### src/rtl/assert_macros.svh
// Assertion macros shared by the looper RTL; they vanish when SYNTHESIS is defined.
`ifndef ASSERT_MACROS_SVH
`define ASSERT_MACROS_SVH
`ifndef SYNTHESIS
// Checks a condition at every clock edge outside reset.
`define ALRP_ASSERT(lbl, clk, rst_n, prop, msg) \
    lbl: assert property (@(posedge clk) disable iff (!(rst_n)) (prop)) else $error(msg);
// Checks that a trigger is followed by a consequence in the next cycle.
`define ALRP_ASSERT_NEXT(lbl, clk, rst_n, trig, cons, msg) \
    lbl: assert property (@(posedge clk) disable iff (!(rst_n)) (trig) |=> (cons)) \
        else $error(msg);
`else
`define ALRP_ASSERT(lbl, clk, rst_n, prop, msg)
`define ALRP_ASSERT_NEXT(lbl, clk, rst_n, trig, cons, msg)
`endif
`endif

### src/rtl/alrp_pkg.sv
// Types, constants and codes shared by the audio looper modules.
package alrp_pkg;

    // Fixed field widths of the beats and the configuration port.
    localparam int SAMPLE_BITS   = 16;
    localparam int CH_BITS       = 2;
    localparam int FRAME_BITS    = 15;
    localparam int CFG_IDX_BITS  = 1;
    localparam int CFG_DATA_BITS = 15;

    // Defaults for the top-level parameters.
    localparam int DEF_MAX_FRAMES   = 16384;
    localparam int DEF_MAX_CHANNELS = 2;

    // Register reset values.
    localparam logic [CH_BITS-1:0]    CC_RESET = 2'd2;
    localparam logic [FRAME_BITS-1:0] FL_RESET = 15'd16384;

    // Saturation rails.
    localparam logic signed [SAMPLE_BITS-1:0] SAT_HI = {1'b0, {(SAMPLE_BITS-1){1'b1}}};
    localparam logic signed [SAMPLE_BITS-1:0] SAT_LO = {1'b1, {(SAMPLE_BITS-1){1'b0}}};

    // Configuration register indexes.
    localparam logic [CFG_IDX_BITS-1:0] CFG_CHANNEL_COUNT = 1'd0;
    localparam logic [CFG_IDX_BITS-1:0] CFG_FRAME_LIMIT   = 1'd1;

    // Item function codes.
    typedef enum logic [1:0] {
        FUNC_START  = 2'd0,
        FUNC_STOP   = 2'd1,
        FUNC_RECORD = 2'd2,
        FUNC_PLAY   = 2'd3
    } t_func;

    // Input beat.
    typedef struct packed {
        t_func                         func;
        logic signed [SAMPLE_BITS-1:0] sample_in;
        logic signed [SAMPLE_BITS-1:0] mix_in;
    } t_in_beat;

    // Result beat.
    typedef struct packed {
        logic signed [SAMPLE_BITS-1:0] mix_out;
        logic                          clipped;
        logic                          is_recording;
        logic [FRAME_BITS-1:0]         loop_frames;
    } t_out_beat;

    // Item data carried past the memory read into the mix stage.
    typedef struct packed {
        logic                          play;
        logic signed [SAMPLE_BITS-1:0] mix_in;
        logic                          is_recording;
        logic [FRAME_BITS-1:0]         loop_frames;
    } t_alrp_meta;

endpackage

### src/rtl/alrp_out_stage.sv
// Mix stage and output register of the looper: saturating add and result handshake.
`include "assert_macros.svh"

module alrp_out_stage (
    input  logic                                  i_clk,
    input  logic                                  i_rst_n,
    input  logic                                  i_load,
    input  alrp_pkg::t_alrp_meta                  i_meta,
    input  logic signed [alrp_pkg::SAMPLE_BITS-1:0] i_rd_data,
    input  logic                                  i_stall,
    output logic                                  o_ready,
    output logic                                  o_valid,
    output alrp_pkg::t_out_beat                   o_data
);
    import alrp_pkg::*;

    logic                          r_s1_valid;
    t_alrp_meta                    r_s1_meta;
    logic                          r_out_valid;
    t_out_beat                     r_out;
    logic                          w_out_free;
    logic                          w_s1_move;
    logic signed [SAMPLE_BITS:0]   w_sum;
    t_out_beat                     w_result;

    // The output register frees up when empty or when its beat is taken.
    assign w_out_free = !r_out_valid || !i_stall;
    assign w_s1_move  = r_s1_valid && w_out_free;
    assign o_ready    = !r_s1_valid || w_out_free;

    // Saturating mix of the stored sample into mix_in.
    always_comb begin
        w_sum = {r_s1_meta.mix_in[SAMPLE_BITS-1], r_s1_meta.mix_in}
              + {i_rd_data[SAMPLE_BITS-1], i_rd_data};
        w_result.is_recording = r_s1_meta.is_recording;
        w_result.loop_frames  = r_s1_meta.loop_frames;
        w_result.mix_out      = r_s1_meta.mix_in;
        w_result.clipped      = 1'b0;
        if (r_s1_meta.play) begin
            if (w_sum[SAMPLE_BITS] != w_sum[SAMPLE_BITS-1]) begin
                w_result.mix_out = w_sum[SAMPLE_BITS] ? SAT_LO : SAT_HI;
                w_result.clipped = 1'b1;
            end else begin
                w_result.mix_out = w_sum[SAMPLE_BITS-1:0];
            end
        end
    end

    // Stage one holds the item while the memory read completes.
    always_ff @(posedge i_clk) begin
        if (!i_rst_n) begin
            r_s1_valid <= 1'b0;
        end else if (i_load) begin
            r_s1_valid <= 1'b1;
        end else if (w_s1_move) begin
            r_s1_valid <= 1'b0;
        end
        if (i_load) begin
            r_s1_meta <= i_meta;
        end
    end

    // Output register.
    always_ff @(posedge i_clk) begin
        if (!i_rst_n) begin
            r_out_valid <= 1'b0;
        end else if (w_out_free) begin
            r_out_valid <= r_s1_valid;
        end
        if (w_s1_move) begin
            r_out <= w_result;
        end
    end

    assign o_valid = r_out_valid;
    assign o_data  = r_out;

    `ALRP_ASSERT_NEXT(a_s1_hold, i_clk, i_rst_n, r_s1_valid && !w_out_free, r_s1_valid && $stable(r_s1_meta), "stage one lost or changed a blocked beat")
    `ALRP_ASSERT(a_clip_rail, i_clk, i_rst_n, !(r_out_valid && r_out.clipped) || r_out.mix_out == SAT_HI || r_out.mix_out == SAT_LO, "clipped result is not at a rail")
    `ALRP_ASSERT(a_pass_noclip, i_clk, i_rst_n, !(r_s1_valid && !r_s1_meta.play) || (!w_result.clipped && w_result.mix_out == r_s1_meta.mix_in), "passthrough beat altered")

endmodule
### config.mk
export PLATFORM = sky130hd
export DESIGN_NAME = alrp_out_stage
export DESIGN_NICKNAME = d
export VERILOG_FILES = /design/src/rtl/alrp_pkg.sv /design/src/rtl/alrp_out_stage.sv
export VERILOG_INCLUDE_DIRS = /design/src /design/src/rtl
export SDC_FILE = /design/constraint.sdc
export NUM_CORES = 1
export LEC_CHECK = 0
export BUFFER_PORTS_ARGS = -buffer_cell sky130_fd_sc_hd__buf_2
export CAP_MARGIN = 30
export CORE_MARGIN = 2
export CORE_UTILIZATION = 45
export CTS_CLUSTER_DIAMETER = 100
export DETAILED_ROUTE_END_ITERATION = 10
export MAX_ROUTING_LAYER = met4
export PLACE_DENSITY_LB_ADDON = 0.05
export SLEW_MARGIN = 20
export SYNTH_ARGS = -nofsm -noshare
export SYNTH_HDL_FRONTEND = slang
export SYNTH_SLANG_ARGS = --single-unit
### constraint.sdc
create_clock -name i_clk -period 8.48 [get_ports i_clk]
set_clock_uncertainty 0.05 [all_clocks]
set_input_delay 0 -clock i_clk [delete_from_list [all_inputs] [get_ports i_clk]]
set_output_delay 0 -clock i_clk [all_outputs]
set_load 0.005 [all_outputs]
Yosys cells after proc, flatten, opt, wreduce, memory -nomap -nowiden --
Cells that the tools add are included.
Storage, ports and cells: latch bits 0, input port bits 53, RAM bits 0, memories 0, memory bits (read-only) 0, word-level logic and storage cells 25, output and inout bits 35, register bits after elaboration 68
Cells by class: bitwise logic cells 0, reduce and logical (&&, ||, !) cells 7, muxes and demuxes 6, shift-type cells 0, add/subtract/negate cells 1, order comparisons 0, equality and inequality tests 1, div/mod/pow operators 0, $mul 0
Operators with widths (count):
- two-way mux 16 bit | 2
- adder 16 x 16 -> 17 bit | 1
- two-way mux 17 bit | 1
- logical NOT 1 bit | 3
- two-way mux 1 bit | 3
- logical OR 1 bit | 2
- nonzero test 2 bit | 1
- logical AND 1 bit | 1
- inequality test 1 bit | 1

Depth between registers and ports, before layout --
Gate-level depths: netlist of the first run.
depth after elaboration 5, depth in mapped cells 9, mapped depth without buffers 8

Least setup slack after synthesis of the first run --
OpenSTA, ideal clock, no wires.
path type register to register, from register r_s1_valid, to register r_out, in the netlist o_data[0], enable pin, path buffers 0, clock period less this slack 3.306 ns, stages on the path, launching flop included 2, library setup time 0.474 ns, data required time 7.956 ns, slack 5.174 ns, arrival time 2.783 ns, cell sequence dfxtp_1 -> a21boi_0
Between the ends: word-level cells in the longest chain between the ends 1
Ends and longest elaborated chain:
- start: declaration | line alrp_out_stage.sv:17 | logic r_s1_valid;
- start signal: assignment | line alrp_out_stage.sv:52 | r_s1_valid <= 1'b0;
- start signal: assignment | line alrp_out_stage.sv:54 | r_s1_valid <= 1'b1;
- start signal: assignment | line alrp_out_stage.sv:56 | r_s1_valid <= 1'b0;
- logical AND 1 bit | line alrp_out_stage.sv:28 | assign w_s1_move = r_s1_valid && w_out_free;
- via w_s1_move | line alrp_out_stage.sv:22 | logic w_s1_move;
- end signal: assignment | line alrp_out_stage.sv:71 | r_out <= w_result;
- end: declaration | line alrp_out_stage.sv:20 | t_out_beat r_out;
The timed path passes the listed nets, and every way through them passes these cells. A chain may end at the register's enable or synchronous reset.

==> results of run 1 <==
-- cells in the mapped netlist (2+ instances only) --
cell type and instances:
a211o_1 2, and3_1 2, o22ai_1 3, dfxtp_1 2, a21oi_1 30, a31oi_1 4, or2_2 2, nor2_1 17
a211o_2 2, clkbuf_1 3, inv_1 9, o21ai_0 15, buf_6 2, a211oi_1 4, a21boi_0 2, and2_1 2
nor3_1 2, nor2b_1 4, a21o_1 8, o211ai_1 9, nand3_1 4, ha_1 16, xnor2_1 8, edfxtp_1 66
xor2_1 3, nand2_1 5
-- worst paths after layout --
| path | end | slack [ns] | depth (start not counted) |
|---|---|---|---|
| setup / recovery | o_data[25] | 5.38 | 7 |
| hold / removal | o_data[17] | 0.16 | 4 |
| setup reg to reg | o_data[25] | 5.38 | 7 |
| hold reg to reg | o_data[9] | 0.37 | 0 |
-- state kept, by name, summed over array words and instances, names as in the netlist --
| register | cells |
|---|---|
| o_data | 33 |
| o_valid | 1 |
| r_s1_valid | 1 |
| r_s1_meta | 33 |
-- through the flow --
stage | hold slack (ns) | area, um^2 | total power [uW] | instances
after floorplan | 0.0323 | 3180 | 528 | 238
after global placement | 0.126 | 3710 | 574 | 416
after detailed placement | 0.128 | 3740 | 579 | 417
after CTS | 0.154 | 4300 | 857 | 469
after global routing | 0.167 | 4300 | 893 | 469
final | 0.163 | 4300 | 849 | 469
-- metal layers --
metal,GRT usage [%],up-vias,part of all wire (%)
li1,-,1173,-
met2,28.0,71,48
met4,6.06,0,1.1
met3,5.09,6,4.7
met5,-,-,0
met1,24.0,1047,46
-- power breakdown --
part,internal (uW),total [uW],switching (uW),leakage (uW)
clock,137,265,128,0.0000918
combinational,81.3,173,91.6,0.00101
sequential,401,411,10.6,0.000646
total,619,849,230,0.00175
-- kinds of logic after synthesis --
| family | Yosys count | share of synthesized area (%) |
|---|---|---|
| compound gates | 83 | 16.9 |
| xor+xnor | 11 | 3.03 |
| fa+ha+maj | 17 | 6.93 |
| buf+inv | 15 | 2.28 |
| flops | 68 | 63.6 |
| simple gates | 44 | 7.21 |
-- worst register-to-register path: stages, from the launching register on --
cell	delay, ns
edfxtp_1	0.40
ha_1	0.37
and3_1	0.21
a221o_2	0.41
a2111oi_4	0.36
nand3_4	0.26
a21boi_2	0.60
a21oi_1	0.16
-- area by class of cell --
| type | instances | area, um^2 | area share, % |
|---|---|---|---|
| Inverter | 9 | 33.8 | 0.786 |
| Multi-Input combinational cell | 155 | 1090 | 25.4 |
| Timing Repair Buffer | 125 | 831 | 19.3 |
| Sequential cell | 68 | 2020 | 47.0 |
| Tap cell | 96 | 120 | 2.79 |
| Clock inverter | 7 | 75.1 | 1.75 |
| Clock buffer | 9 | 124 | 2.88 |
==> results.md, run 1 <==
* Outcome: complete, no violations
* Number of flops mapped to enable cells by yosys at 66
* Largest net degree at the start of global routing at 35
* Via Count at 2,297
* Syn Inst Count at 238
* Core Box Area at 6830 um^2
* Post-synthesis sequential area ratio at 63.6%
* Yosys cell types at 38
* Yosys warnings at 0
* Initial DRC Count at 85
* Leading area contributor after synthesis: edfxtp_1
* Root Driver: clkbuf_8
* CTS Buffer Depth at 2
* Die W at 88.0 um
* Routed wire length at 6.71 mm
* Fmax at 322 MHz
* Slew HR at 46.8%
* #FFs+latches synth at 68
* Hold Path Origin: i_rd_data[0]
* Buf+Inv Stages, Crit Path at 0
* Commonest non-fill, non-tap cells in the layout: buf_2, edfxtp_1, dlygate4sd3_1
* Fin Setup TNS at 0 ns
* Initial Util at 46.5%
* Synth area leaders: edfxtp_1, ha_1, a21oi_1
* First-pass GRT wire length at 10.3 mm
* Post-synthesis average cell area at 13.3 um^2
* Filler Cells Inserted at 570
* Startpoint Class: flip-flop
* Boundary Pins at 88
* CTS tree: yes
* Max VDD drop at 0.136 mV
* CTS Sinks at 68
* GRT overflow at 0
* Share of cells above drive strength 1 at 30.8%
* Max-cap violation count at 0
* Number of global-route vias before repair at 2,242
* CP delay by family, top: compound AO/OA/AOI/OAI gates
* Setup Crit Path Kind: flip-flop to flip-flop
* Layout area overhead at 35.3%
* Final Cycle Share at 36.6%
* Mapped Area at 3180 um^2
* Final max-slew violation count at 0
* FP Rows at 30
* Die H at 88.0 um
* HP Class: input port to flip-flop
* Leakage at 0.00175 uW
* Post-CTS Resized at 0
* Sum of net half-perimeters after detailed placement at 4.47 mm
* Clk slew on worst S/H paths at 0.08 ns
* Critical-path cell list: ha_1 -> and3_1 -> a221o_2 -> a2111oi_4 -> nand3_4 -> a21boi_2 -> a21oi_1
* Most used DFF post-synth: edfxtp_1
* N_diodes at 0
* Layout net count at 438
* ANT nets after route at 0
* Post-route DRC violation count at 0
* Slew @ Worst Pin at 0.797 ns
* Crit-path max FO at 18
* CP required at 8.48 ns
* Slowest cell on crit path: a21boi_2
* Synth async-reset ratio at 0%
* Tmin final at 3.10 ns
* Setup WS pre-CTS at 5.37 ns
* Top cell type's share of synthesized area at 62.4%
* CP arrival at 3.11 ns
* Drt first pass iters at 4
* Most common cell after layout, fill and taps aside: buf_2
* Clock latency on the worst-skew pair at 0.34 ns
* CP peak stage delay at 0.60 ns
* RD Place Congestion at 0.847
* RSZ-0062 raised after global routing: no
* Port-buffer cells at 87
* CTS buffer count at 9
* DR WL/cell at 14.3 um
* Final setup violation count at 0
* # hold bufs at CTS at 36
* # H-tree levels at 3
* Die area at 7750 um^2
* Fin. Hold Viols at 0
* Crit. Startpoint: r_s1_meta[27]
* PD cells at 197 nW/um^2
* Slack of the critical path at 5.38 ns
* Syn_nets at 308
* Final core utilization at 62.9%
* Tot GR Track Use at 18.4%
* Post-CTS Setup Bufs at 0
* Initial antenna violation count at 0
* Reg2Reg Launch Point: r_s1_meta[27]
* CP endpoint kind: flip-flop
* Via density per instance at 4.90
Note: power is estimated with default switching activity, not from simulation.
==> inputs of run 2 (changes only) <==
==> constraint.sdc (replaced) <==
create_clock -name i_clk -period 2.9 [get_ports i_clk]
set_clock_uncertainty 0.05 [all_clocks]
set_input_delay 0 -clock i_clk [delete_from_list [all_inputs] [get_ports i_clk]]
set_output_delay 0 -clock i_clk [all_outputs]
set_load 0.005 [all_outputs]
==> run 2 against run 1 <==
Final cell count grew 1.5%. Setup slack worse by 5.2 ns. Power rose to 3.2 times the previous value. Count of clock-buffer cells in the layout up 1. Sequential share of layout area shrank 0.93 points. Critical path type unchanged. Largest cell class unchanged. Largest power group unchanged. Highest routed layer unchanged.
==> results.md, run 2 (synthesis results as in run 1) <==
* Slew HR at 48.9%
* Register area at 2020 um^2
* CTS Buffer Depth at 2
* Startpoint Class: flip-flop
* # H-tree levels at 3
* Initial DRC Count at 108
* DR WL/cell at 14.3 um
* Final core utilization at 64.2%
* Initial antenna violation count at 0
* N_diodes at 0
* Final Non-Filler Cells at 476
* ANT nets after route at 0
* Layout area overhead at 38.0%
* Final Cycle Share at 94.4%
* GRT overflow at 0
* Layout net count at 445
* Placed cells at 421
* HP Class: input port to flip-flop
* Via Count at 2,382
* RSZ-0062 raised after global routing: no
* Sum of net half-perimeters after detailed placement at 4.56 mm
* Final setup violation count at 0
* Routed wire length at 6.82 mm
* Slack of the critical path at 0.164 ns
* Filler Cells Inserted at 576
* Leakage at 0.00181 uW
* Commonest non-fill, non-tap cells in the layout: buf_2, edfxtp_1, dlygate4sd3_1
* Initial Util at 46.5%
* CP endpoint kind: flip-flop
* Drt first pass iters at 4
* CP required at 2.94 ns
* Root Driver: clkbuf_8
* CTS Sinks at 68
* Post-CTS Resized at 0
* Largest net degree at the start of global routing at 35
* Fin Setup TNS at 0 ns
* Number of global-route vias before repair at 2,276
* Outcome: complete, no violations
* CTS buffer count at 9
* CTS tree: yes
* Max-cap violation count at 0
* Core Box Area at 6830 um^2
* Clk slew on worst S/H paths at 0.07 ns
* Multi-input logic area at 1090 um^2
* Setup Crit Path Kind: flip-flop to flip-flop
* Fmax at 365 MHz
* Boundary Pins at 88
* Die H at 88.0 um
* PD cells at 610 nW/um^2
* Setup WS pre-CTS at 0.130 ns
* Max VDD drop at 0.380 mV
* Crit-path max FO at 7
* Overall power at 2680 uW
* Die W at 88.0 um
* Most common cell after layout, fill and taps aside: buf_2
* RD Place Congestion at 0.892
* First-pass GRT wire length at 10.7 mm
* FP Rows at 30
* Die area at 7750 um^2
* Fin. Hold Viols at 0
* Tmin final at 2.74 ns
* Clock latency on the worst-skew pair at 0.34 ns
* Tot GR Track Use at 19.0%
* Final max-slew violation count at 0
* CP arrival at 2.77 ns
* Port-buffer cells at 87
* Post-route DRC violation count at 0
* Slew @ Worst Pin at 0.767 ns
* Via density per instance at 5.00
* Share of cells above drive strength 1 at 31.8%
run 2: cell count changes in the layout (fill, tap and decap cells not counted), sizes merged:
cell      before  now
clkinv         2    3
inv           10    9
bufinv         1    3
clkbuf         9   10
buf           89   96
clkinvlp       3    0
run 2: cell type report:
type                            instances  area share (%)
Sequential cell                        68            46.1
Multi-Input combinational cell        155            24.9
Timing Repair Buffer                  132            20.0
Clock buffer                           10            2.91
Tap cell                               96            2.74
Clock inverter                          6            2.57
Inverter                                9           0.770
run 2: routing by layer:
layer	track usage, %	share of wire, %	up-vias
met2	29.1	46	74
met4	8.68	2.4	0
met3	3.58	4.4	11
li1	-	-	1193
met1	24.5	47	1104
met5	-	0	-
run 2: repair_timing:
item / CTS / global route
endpoints found under the hold margin: 35 / 0
setup endpoints to repair: 0 / 2
setup buffers: 0 / 3
hold buffers: 36 / 0
run 2: final timing paths:
| path | slack, ns | cells past startpoint | to | startpoint |
|---|---|---|---|---|
| max | 0.16 | 8 | o_data[27] | r_s1_meta[26] |
| min | 0.14 | 4 | o_data[17] | i_rd_data[0] |
| max reg2reg | 0.16 | 8 | o_data[27] | r_s1_meta[26] |
| min reg2reg | 0.37 | 0 | o_data[5] | r_s1_meta[5] |
run 2: critical path, stage by stage, from the launching register on:
cell and delay, ns:
edfxtp_1 0.40, ha_1 0.38, and3_1 0.21, a221o_2 0.42, a2111oi_4 0.37, nand3_4 0.18, buf_12 0.18, o21ai_0 0.20
a21oi_1 0.10
run 2: power by group:
group	internal (uW)	switching [uW]
registers	1170	31.1
logic	269	274
clock network	573	358
run 2: metrics by stage:
stage | instance area (um^2) | hold slack [ns]
finish | 4390 | 0.141
global route | 4390 | 0.174
CTS | 4350 | 0.129
global placement | 3750 | 0.126
floorplan | 3180 | 0.0323
detailed placement | 3750 | 0.128
